--- src/design/msps_pkg.sv ---
// Shared types and constants for the matrix saddle point search block.
package msps_pkg;

	localparam int MAX_ROWS_DEF = 8;
	localparam int MAX_COLS_DEF = 8;

	localparam int DATA_W = 32;
	localparam int CNT_W  = 4;
	localparam int IDX_W  = 3;

	localparam logic [CNT_W-1:0] CNT_RESET = 4'd8;

	localparam logic REG_ROW_COUNT = 1'b0;
	localparam logic REG_COL_COUNT = 1'b1;

	typedef struct packed {
		logic             load;
		logic             first_row;
		logic             first_col;
		logic [IDX_W-1:0] load_row;
		logic [IDX_W-1:0] load_col;
		logic             scan;
		logic [IDX_W-1:0] scan_row;
		logic [IDX_W-1:0] scan_col;
		logic             flush;
	} cmd_t;

	typedef struct packed {
		logic scan_stall;
		logic out_free;
	} stat_t;

endpackage

--- src/design/msps_ctrl.sv ---
// Controller: configuration registers, load and scan sequencing.
module msps_ctrl #(
	parameter int MAX_ROWS = msps_pkg::MAX_ROWS_DEF,
	parameter int MAX_COLS = msps_pkg::MAX_COLS_DEF
) (
	input  logic                        clk,
	input  logic                        arst_n,
	input  logic                        cfg_we,
	input  logic                        cfg_index,
	input  logic [msps_pkg::CNT_W-1:0]  cfg_data,
	input  logic                        in_valid,
	output logic                        in_ready,
	output msps_pkg::cmd_t              cmd,
	input  msps_pkg::stat_t             stat
);

	localparam logic [1:0] ST_LOAD  = 2'd0;
	localparam logic [1:0] ST_SCAN  = 2'd1;
	localparam logic [1:0] ST_FLUSH = 2'd2;

	localparam logic [msps_pkg::CNT_W-1:0] ROWS_MAX = msps_pkg::CNT_W'(MAX_ROWS);
	localparam logic [msps_pkg::CNT_W-1:0] COLS_MAX = msps_pkg::CNT_W'(MAX_COLS);

	logic [1:0]                  state_q;
	logic [msps_pkg::CNT_W-1:0]  row_cnt_q, col_cnt_q;
	logic [msps_pkg::CNT_W-1:0]  rows_eff, cols_eff;
	logic [msps_pkg::IDX_W-1:0]  load_row_q, load_col_q, scan_row_q, scan_col_q;
	logic                        accept, load_col_end, load_row_end, scan_col_end, scan_row_end;

	always_comb begin
		if (row_cnt_q == '0) begin
			rows_eff = msps_pkg::CNT_W'(1);
		end else if (row_cnt_q > ROWS_MAX) begin
			rows_eff = ROWS_MAX;
		end else begin
			rows_eff = row_cnt_q;
		end
		if (col_cnt_q == '0) begin
			cols_eff = msps_pkg::CNT_W'(1);
		end else if (col_cnt_q > COLS_MAX) begin
			cols_eff = COLS_MAX;
		end else begin
			cols_eff = col_cnt_q;
		end
	end

	assign in_ready     = (state_q == ST_LOAD);
	assign accept       = in_valid && in_ready;
	assign load_col_end = ({1'b0, load_col_q} + msps_pkg::CNT_W'(1)) == cols_eff;
	assign load_row_end = ({1'b0, load_row_q} + msps_pkg::CNT_W'(1)) == rows_eff;
	assign scan_col_end = ({1'b0, scan_col_q} + msps_pkg::CNT_W'(1)) == cols_eff;
	assign scan_row_end = ({1'b0, scan_row_q} + msps_pkg::CNT_W'(1)) == rows_eff;

	always_comb begin
		cmd.load      = accept;
		cmd.first_row = (load_row_q == '0);
		cmd.first_col = (load_col_q == '0);
		cmd.load_row  = load_row_q;
		cmd.load_col  = load_col_q;
		cmd.scan      = (state_q == ST_SCAN);
		cmd.scan_row  = scan_row_q;
		cmd.scan_col  = scan_col_q;
		cmd.flush     = (state_q == ST_FLUSH);
	end

	always_ff @(posedge clk or negedge arst_n) begin
		if (!arst_n) begin
			state_q    <= ST_LOAD;
			row_cnt_q  <= msps_pkg::CNT_RESET;
			col_cnt_q  <= msps_pkg::CNT_RESET;
			load_row_q <= '0;
			load_col_q <= '0;
			scan_row_q <= '0;
			scan_col_q <= '0;
		end else if (cfg_we) begin
			unique case (cfg_index)
				msps_pkg::REG_ROW_COUNT: row_cnt_q <= cfg_data;
				msps_pkg::REG_COL_COUNT: col_cnt_q <= cfg_data;
				default: ;
			endcase
			load_row_q <= '0;
			load_col_q <= '0;
		end else begin
			unique case (state_q)
				ST_LOAD: begin
					if (accept) begin
						if (load_col_end) begin
							load_col_q <= '0;
							if (load_row_end) begin
								load_row_q <= '0;
								scan_row_q <= '0;
								scan_col_q <= '0;
								state_q    <= ST_SCAN;
							end else begin
								load_row_q <= load_row_q + 1'b1;
							end
						end else begin
							load_col_q <= load_col_q + 1'b1;
						end
					end
				end
				ST_SCAN: begin
					if (!stat.scan_stall) begin
						if (scan_col_end) begin
							scan_col_q <= '0;
							if (scan_row_end) begin
								state_q <= ST_FLUSH;
							end else begin
								scan_row_q <= scan_row_q + 1'b1;
							end
						end else begin
							scan_col_q <= scan_col_q + 1'b1;
						end
					end
				end
				ST_FLUSH: begin
					if (stat.out_free) begin
						state_q <= ST_LOAD;
					end
				end
				default: state_q <= ST_LOAD;
			endcase
		end
	end

endmodule

--- src/design/msps_dp.sv ---
// Datapath: row minima, column maxima, match compare and result register.
module msps_dp #(
	parameter int MAX_ROWS = msps_pkg::MAX_ROWS_DEF,
	parameter int MAX_COLS = msps_pkg::MAX_COLS_DEF
) (
	input  logic                               clk,
	input  logic                               arst_n,
	input  msps_pkg::cmd_t                     cmd,
	output msps_pkg::stat_t                    stat,
	input  logic signed [msps_pkg::DATA_W-1:0] element_value,
	output logic                               out_valid,
	input  logic                               out_ready,
	output logic                               found,
	output logic signed [msps_pkg::DATA_W-1:0] point_value,
	output logic [msps_pkg::IDX_W-1:0]         row_index,
	output logic [msps_pkg::IDX_W-1:0]         col_index,
	output logic                               last_result
);

	localparam int RW = (MAX_ROWS > 1) ? $clog2(MAX_ROWS) : 1;
	localparam int CW = (MAX_COLS > 1) ? $clog2(MAX_COLS) : 1;

	logic signed [msps_pkg::DATA_W-1:0] rmin_q [MAX_ROWS];
	logic signed [msps_pkg::DATA_W-1:0] cmax_q [MAX_COLS];
	logic [RW-1:0]                      ridx;
	logic [CW-1:0]                      cidx;
	logic signed [msps_pkg::DATA_W-1:0] rmin_rd, cmax_rd;
	logic                               match, out_free, push, fin, take;

	logic                               pend_v_q;
	logic signed [msps_pkg::DATA_W-1:0] pend_val_q;
	logic [msps_pkg::IDX_W-1:0]         pend_row_q, pend_col_q;

	logic                               out_v_q, found_q, last_q;
	logic signed [msps_pkg::DATA_W-1:0] val_q;
	logic [msps_pkg::IDX_W-1:0]         row_q, col_q;

	assign ridx    = cmd.load ? cmd.load_row[RW-1:0] : cmd.scan_row[RW-1:0];
	assign cidx    = cmd.load ? cmd.load_col[CW-1:0] : cmd.scan_col[CW-1:0];
	assign rmin_rd = rmin_q[ridx];
	assign cmax_rd = cmax_q[cidx];
	assign match   = (rmin_rd == cmax_rd);

	assign out_free = !out_v_q || out_ready;
	assign push     = cmd.scan && match && pend_v_q && out_free;
	assign fin      = cmd.flush && out_free;
	assign take     = cmd.scan && match && (!pend_v_q || out_free);

	assign stat.scan_stall = cmd.scan && match && pend_v_q && !out_free;
	assign stat.out_free   = out_free;

	always_ff @(posedge clk) begin
		if (cmd.load) begin
			if (cmd.first_col || (element_value < rmin_rd)) begin
				rmin_q[ridx] <= element_value;
			end
			if (cmd.first_row || (element_value > cmax_rd)) begin
				cmax_q[cidx] <= element_value;
			end
		end
	end

	always_ff @(posedge clk or negedge arst_n) begin
		if (!arst_n) begin
			pend_v_q <= 1'b0;
			out_v_q  <= 1'b0;
		end else begin
			if (take) begin
				pend_v_q <= 1'b1;
			end else if (fin) begin
				pend_v_q <= 1'b0;
			end
			if (push || fin) begin
				out_v_q <= 1'b1;
			end else if (out_ready) begin
				out_v_q <= 1'b0;
			end
		end
	end

	always_ff @(posedge clk) begin
		if (take) begin
			pend_val_q <= rmin_rd;
			pend_row_q <= cmd.scan_row;
			pend_col_q <= cmd.scan_col;
		end
		if (push) begin
			found_q <= 1'b1;
			val_q   <= pend_val_q;
			row_q   <= pend_row_q;
			col_q   <= pend_col_q;
			last_q  <= 1'b0;
		end else if (fin) begin
			found_q <= pend_v_q;
			val_q   <= pend_v_q ? pend_val_q : '0;
			row_q   <= pend_v_q ? pend_row_q : '0;
			col_q   <= pend_v_q ? pend_col_q : '0;
			last_q  <= 1'b1;
		end
	end

	assign out_valid   = out_v_q;
	assign found       = found_q;
	assign point_value = val_q;
	assign row_index   = row_q;
	assign col_index   = col_q;
	assign last_result = last_q;

endmodule

--- src/design/matrix_saddle_point_search.sv ---
// Top level of the matrix saddle point search block.
// Usage:
//   Configure row_count (index 0) and col_count (index 1) through cfg_we,
//   cfg_index and cfg_data while the block is idle; each write restarts the
//   matrix load. A count of zero acts as one, a count above the maximum as
//   the maximum.
//   Send elements row-major on in_valid/in_ready, one request per cycle while
//   loading. After the final element in_ready drops while the block scans
//   every row/column pair, one pair per cycle unless the output stalls it;
//   a flush ends the run when the output is free, then in_ready returns.
//   Each saddle point leaves on out_valid/out_ready with found set; the last
//   carries last_result. With none, one request with found clear and
//   last_result set is sent. A held result register plus one pending match
//   register let the scan run on while a result waits; a second match while
//   both are full stalls the scan until out_ready.
//   Reset sets both counts to 8, clears the load position and drops
//   out_valid.
module matrix_saddle_point_search #(
	parameter int MAX_ROWS = msps_pkg::MAX_ROWS_DEF,
	parameter int MAX_COLS = msps_pkg::MAX_COLS_DEF
) (
	input  logic                               clk,
	input  logic                               arst_n,
	input  logic                               cfg_we,
	input  logic                               cfg_index,
	input  logic [msps_pkg::CNT_W-1:0]         cfg_data,
	input  logic                               in_valid,
	output logic                               in_ready,
	input  logic signed [msps_pkg::DATA_W-1:0] element_value,
	output logic                               out_valid,
	input  logic                               out_ready,
	output logic                               found,
	output logic signed [msps_pkg::DATA_W-1:0] point_value,
	output logic [msps_pkg::IDX_W-1:0]         row_index,
	output logic [msps_pkg::IDX_W-1:0]         col_index,
	output logic                               last_result
);

	msps_pkg::cmd_t  cmd;
	msps_pkg::stat_t stat;

	msps_ctrl #(
		.MAX_ROWS (MAX_ROWS),
		.MAX_COLS (MAX_COLS)
	) u_ctrl (
		.clk       (clk),
		.arst_n    (arst_n),
		.cfg_we    (cfg_we),
		.cfg_index (cfg_index),
		.cfg_data  (cfg_data),
		.in_valid  (in_valid),
		.in_ready  (in_ready),
		.cmd       (cmd),
		.stat      (stat)
	);

	msps_dp #(
		.MAX_ROWS (MAX_ROWS),
		.MAX_COLS (MAX_COLS)
	) u_dp (
		.clk           (clk),
		.arst_n        (arst_n),
		.cmd           (cmd),
		.stat          (stat),
		.element_value (element_value),
		.out_valid     (out_valid),
		.out_ready     (out_ready),
		.found         (found),
		.point_value   (point_value),
		.row_index     (row_index),
		.col_index     (col_index),
		.last_result   (last_result)
	);

endmodule
--- config.mk ---
export PLATFORM = sky130hd
export DESIGN_NAME = matrix_saddle_point_search
export DESIGN_NICKNAME = d
export VERILOG_FILES = /design/src/design/msps_pkg.sv /design/src/design/msps_ctrl.sv /design/src/design/msps_dp.sv /design/src/design/matrix_saddle_point_search.sv
export SDC_FILE = /design/constraint.sdc
export NUM_CORES = 1
export LEC_CHECK = 0
export ABC_AREA = 1
export CAP_MARGIN = 20
export CORE_AREA = 2 2 214 216
export DETAILED_ROUTE_END_ITERATION = 8
export DIE_AREA = 0 0 216 218
export DONT_BUFFER_PORTS = 1
export GPL_TIMING_DRIVEN = 0
export PLACE_DENSITY_LB_ADDON = 0.08
export SYNTH_ARGS = -nofsm -noshare
export SYNTH_HDL_FRONTEND = slang
export SYNTH_SLANG_ARGS = --single-unit
--- constraint.sdc ---
create_clock -name clk -period 7 [get_ports clk]
set_clock_uncertainty 0.05 [all_clocks]
set_input_delay 1.4 -clock clk [delete_from_list [all_inputs] [get_ports clk]]
set_output_delay 1.4 -clock clk [all_outputs]
set_load 0.03 [all_outputs]
# Word-level counts from Yosys, hierarchy flattened
# Memories as Yosys holds them, arrays and structs flattened.
# Index checks and enable logic that the tools add are counted.
[totals]
elab_cells = 134
inputBits = 42
ramBits = 512
n_memories = 2
ff_bits = 102
output_inout_bits = 42
[classes]
n_mux = 52
order_cmp = 4
n_eq_ne = 15
n_reduce_logical = 34
n_bitwise = 2
n_addsub = 8
[memory_table]
columns = ["memory", "depth", "width", "rd", "rd_ports_with_merged_regs", "write_ports", "line_no", "text"]
rows = [
  ["u_dp.cmax_q", 8, 32, 1, 0, 1, "msps_dp.sv:24", "logic signed [msps_pkg::DATA_W-1:0] cmax_q [MAX_COLS];"],
  ["u_dp.rmin_q", 8, 32, 1, 0, 1, "msps_dp.sv:23", "logic signed [msps_pkg::DATA_W-1:0] rmin_q [MAX_ROWS];"],
]
[ops]
columns = ["cell", "count"]
rows = [
  ["$mux 32", 3],
  ["$mux 3", 25],
  ["$eq 32x32->1", 1],
  ["$gt 32x32->1", 1],
  ["$lt 32x32->1", 1],
  ["$add 3x1->4 const B", 4],
  ["$eq 4x4->1", 4],
  ["$mux 4", 4],
  ["$ne 2x2->1 const B", 8],
  ["$reduce_and 8->1", 2],
  ["$mux 2", 7],
  ["$reduce_bool 2->1", 7],
  ["$add 3x1->3 const B", 4],
  ["$pmux 3 s2", 2],
  ["$mux 1", 10],
  ["$gt 4x4->1 const B", 2],
  ["$logic_not 4->1", 2],
  ["$logic_and 1x1->1", 7],
  ["$logic_not 3->1", 2],
  ["$pmux 2 s3", 1],
  ["$reduce_and 2->1", 3],
  ["$reduce_and 6->1", 1],
  ["$logic_or 1x1->1", 5],
  ["$logic_not 1->1", 3],
  ["other kinds (5)", 6],
]

# Logic depth before layout (Yosys ltp)
# An unclocked memory read counts as a cell.
[logic_depth]
word_depth = 10
mapped_depth = 27
depth_no_buf = 25

# Cells and area by module
# From an unflattened synthesis, not the netlist that was laid out.
[unflattened]
hier_cells = 2189
area_unflattened_um2 = 26080.0
[by_module_without_submodules]
columns = ["module", "n_inst", "cells_each", "area_each_um2"]
rows = [
  ["msps_dp", 1, 1931, 24456.0],
  ["msps_ctrl", 1, 258, 1624.1],
]

# Worst setup path before layout
# Ideal clock, no wire load.
[synth_path]
path_type = "input -> register"
start = "in in_valid"
end = "mem u_dp.cmax_q[7][0] in the netlist's numbering (enable)"
stages = 21
setup_slack_ps = 946
arrival_ps = 5572
path_cell_list = "buf_4 > inv_1 > nor2_2 > nand2_1 > nand2_2 > buf_4 > nand3_2 > or2_1 > nand2_1 > nor2_1 > nand2_1 > ha_1 > a21oi_1 > o21ai_0 > a21oi_1 > nand3b_1 > a31oi_1 > a211oi_1 > a21oi_1 > nand3b_1 > a21oi_1"
[synth_via]
elab_chain_cells = 8
[synth_rtl]
columns = ["item", "line_no", "text"]
rows = [
  ["start: declaration", "matrix_saddle_point_search.sv:27", "input logic in_valid,"],
  ["$logic_and 1x1->1 (*)", "msps_ctrl.sv:48", "assign accept = in_valid && in_ready;"],
  ["$mux 3", "msps_dp.sv:39", "assign cidx = cmd.load ? cmd.load_col[CW-1:0] : cmd.scan_col[CW-1:0];"],
  ["$mem_v2 8x32", "n/a", ""],
  ["$gt 32x32->1", "msps_dp.sv:57", "if (cmd.first_row || (element_value > cmax_rd)) begin"],
  ["$logic_or 1x1->1", "msps_dp.sv:57", ""],
  ["$mux 1", "msps_dp.sv:57", ""],
  ["$mux 1", "msps_dp.sv:53", "if (cmd.load) begin"],
  ["$mux 1 (not written as such)", "msps_dp.sv:58", "cmax_q[cidx] <= element_value;"],
  ["end: declaration", "msps_dp.sv:24", ""],
]
# Every way passes the cells marked *; elsewhere a longest branch is shown, timed or not.

# Worst setup path after layout
[layout_path]
start = "in in_valid"
end = "mem u_dp.cmax_q[5][17] in the netlist's numbering (enable)"
# The elaborated chain is that of the path after synthesis.

==> impl_metrics.py <==
metrics = {
    "status": {
        "outcome": "finished, final reports clean",
    },
    "cells_and_area": {
        "final_cell_mix": "588 x edfxtp_1, 556 x nand2_1, 386 x nor2_1",
        "multi_input_area_um2": 7337,
        "drive_gt1_frac": 0.09058,
        "diodes": 0,
        "final_common_cell": "edfxtp_1",
        "fin_nets": 2578,
        "final-seq-area_um2": 18300,
        "syn_to_final_growth_pct": 12.47,
        "fill_cells": 3345,
        "final_cell_area_um2": 30000,
    },
    "global_route": {
        "grt_pass1_vias": 17380,
        "met1_usage": 0.4089,
        "grt_max_degree": 39,
        "grt_use_total": 0.3059,
        "antenna_found_initial": 1,
        "busiest_layer": "met2",
        "grt_overflow_total": 0,
        "grt_pass1_wl_um": 105500,
        "use_met2": 0.5078,
        "grt_use_met3": 0.04909,
    },
    "placement": {
        "portBuffers": 0,
        "pre_cts_ws_ps": 2.351,
        "placed_cell_area_um2": 28010,
        "place_congestion": 0.9302,
        "dpl.hpwl_um": 48030,
    },
    "synthesis": {
        "syn_avg_cell_area_um2": 11.18,
        "syn_inst": 2386,
        "synth_ff_type": "edfxtp_1",
        "synth_area_leaders": "edfxtp_1 66%, nand2_1 7.8%, nor2_1 5.6%, o21ai_0 4.1%, ha_1 3.2%",
        "syn_area_um2": 26680,
        "synth_fp_nets": 2497,
        "yosys.area.top_type_share": 0.6619,
        "yosysTopAreaCell": "edfxtp_1",
        "synth_cell_type_count": 49,
        "ys_ff_latch": 614,
        "ys_async_sr_fraction": 0.03909,
        "yosysSeqAreaShare": 0.6860,
        "yosys_warnings": 0,
        "synth_edf_count": 588,
    },
    "clocking": {
        "cts_resized": 0,
        "postCtsHoldBufs": 0,
        "clockBufferDepth": 3,
        "cts_tree": "done",
        "cts_sinks": 614,
        "clk_latency_ps": 630,
        "cts_made_buffers": 61,
        "cts_setup_buffers": 0,
        "htree_levels": 2,
        "clk_pin_slew_worst_paths_ps": 70,
        "cts_root_buf": "clkbuf_16",
    },
    "critical_path": {
        "worst_ep_arrival_time_ps": 6740,
        "cp_slowest_stage_delay_ps": 980,
        "cp_data_required_time_ps": 7280,
        "path_class": "in -> reg",
        "end_kind": "flop",
        "crit_fanout": 17,
        "start_kind": "primary input",
        "slowest_stage": "a21oi_4",
        "crit_top_cell": "nand2_1",
    },
    "flow_run": {
        "drv_cap": 0,
    },
    "timing": {
        "finalCritPeriodShare": 0.9230,
        "layout_min_cycle_time_ps": 6461,
        "tightestPinTransition_ps": 995.5,
        "setup_violations": 0,
        "relSlewSlack": 0.3347,
        "setup_ws_ps": 539.0,
        "drv_slew": 0,
        "rsz0062_at_grt": "no",
        "max_freq_mhz": 154.8,
        "finalHoldViolCount": 0,
    },
    "drt": {
        "drcViolationCount": 0,
        "initialDrtViolationCount": 1959,
        "wirelength_um": 71290,
        "viasPerCell": 5.780,
        "firstDrtPassIters": 7,
        "route.detailed.wl_per_inst_um": 22.87,
        "antenna_left": 0,
        "vias": 18020,
    },
    "pwr": {
        "ir_drop_mv": 0.2983,
        "power.density_nw_per_um2": 434.1,
        "p_leak_uw": 0.01176,
    },
    "floorplanning": {
        "die_w_um": 216,
        "initial_core_util": 0.5943,
        "coreArea_um2": 44890,
        "io_pins": 84,
        "num_rows": 78,
        "die_h_um": 218,
        "die_area_um2": 47090,
    },
    "min_path": {
        "hold_class": "in -> async",
    },
}
routing by layer:
metal / vias up / share of wire
met4: 0 / 0.034
met5: - / 0
li1: 8337 / -
met3: 146 / 0.089
met2: 847 / 0.47
met1: 8687 / 0.40
final timing paths:
check	endpoint	slack, ps	start	depth (start not counted)
min in group clk	u_dp.point_value[13]	450	u_dp.pend_val_q[13]	2
max in group asynchronous	u_ctrl.row_cnt_q[3]	6320	arst_n	0
max	u_dp.cmax_q[5][17]	540	in_valid	27
min	u_ctrl.scan_row_q[1]	410	arst_n	0
min reg2reg	u_dp.point_value[13]	450	u_dp.pend_val_q[13]	2
max reg2reg	u_dp.cmax_q[5][17]	880	u_ctrl.state_q[1]	27
critical path, delay by kind of cell:
| kind | cells | cell delay [ps] |
|---|---|---|
| AO/OA/AOI/OAI | 5 | 1710 |
| buffers and inverters | 6 | 1080 |
| adder cells (fa/ha/maj) | 1 | 170 |
| AND/OR/NAND/NOR | 15 | 2310 |
power breakdown:
part | internal, µW | switching, µW
combinational | 1420 | 3620
sequential | 4490 | 213
clock | 1910 | 1370
state kept, by name, indices dropped and copies added (netlist names), 2 cells and up:
name and flops:
u_dp.rmin_q 256, u_ctrl.scan_col_q 3, u_ctrl.col_cnt_q 4, u_dp.cmax_q 256
u_dp.point_value 32, u_dp.col_index 3, u_ctrl.load_col_q 3, u_dp.pend_row_q 3
u_ctrl.scan_row_q 3, u_dp.row_index 3, u_ctrl.load_row_q 3, u_dp.pend_val_q 32
u_ctrl.row_cnt_q 4, u_ctrl.state_q 2, u_dp.pend_col_q 3
metrics by stage:
stage / total power (µW) / TNS (ps) / hold slack [ps] / instances / utilization
after floorplan: 7836 / 0 / 419.2 / 2386 / -
after global placement: 9480 / -692610 / 438.5 / 2986 / 0.6110
after detailed placement: 9703 / 0 / 440.7 / 3004 / 0.6239
after CTS: 12960 / 0 / 384.0 / 3117 / 0.6683
after global routing: 13680 / 0 / 387.6 / 3117 / 0.6683
final: 13020 / 0 / 406.3 / 3117 / 0.6683
cells in the mapped netlist (6+ instances only):
| cell type | number |
|---|---|
| a211oi_1 | 6 |
| nand2_2 | 8 |
| nand3_1 | 55 |
| clkbuf_1 | 15 |
| o21ai_1 | 7 |
| o22ai_1 | 40 |
| edfxtp_1 | 588 |
| dfrtp_1 | 22 |
| inv_1 | 190 |
| nand4_1 | 27 |
| xor2_1 | 6 |
| a21oi_1 | 39 |
| buf_4 | 16 |
| o21ai_0 | 217 |
| ha_1 | 69 |
| nand3_2 | 16 |
| nor2_1 | 395 |
| nand2_1 | 556 |
| buf_1 | 8 |
| buf_6 | 7 |
| buf_2 | 37 |
layout make-up:
cell class,count,area share
Buffer,83,0.01568
Timing Repair Buffer,18,0.01401
Sequential cell,614,0.6099
Tap cell,600,0.02502
Multi-Input combinational cell,1495,0.2445
Clock inverter,36,0.01297
Clock buffer,77,0.05359
Inverter,194,0.02427
logic make-up after synthesis:
family,Yosys count,synth area share
compound gates,326,0.06618
xor+xnor,11,0.003611
fa+ha+maj,69,0.03236
buf+inv,277,0.04493
flops,614,0.6860
simple gates,1089,0.1670
Note: power is estimated with default switching activity, not from simulation.
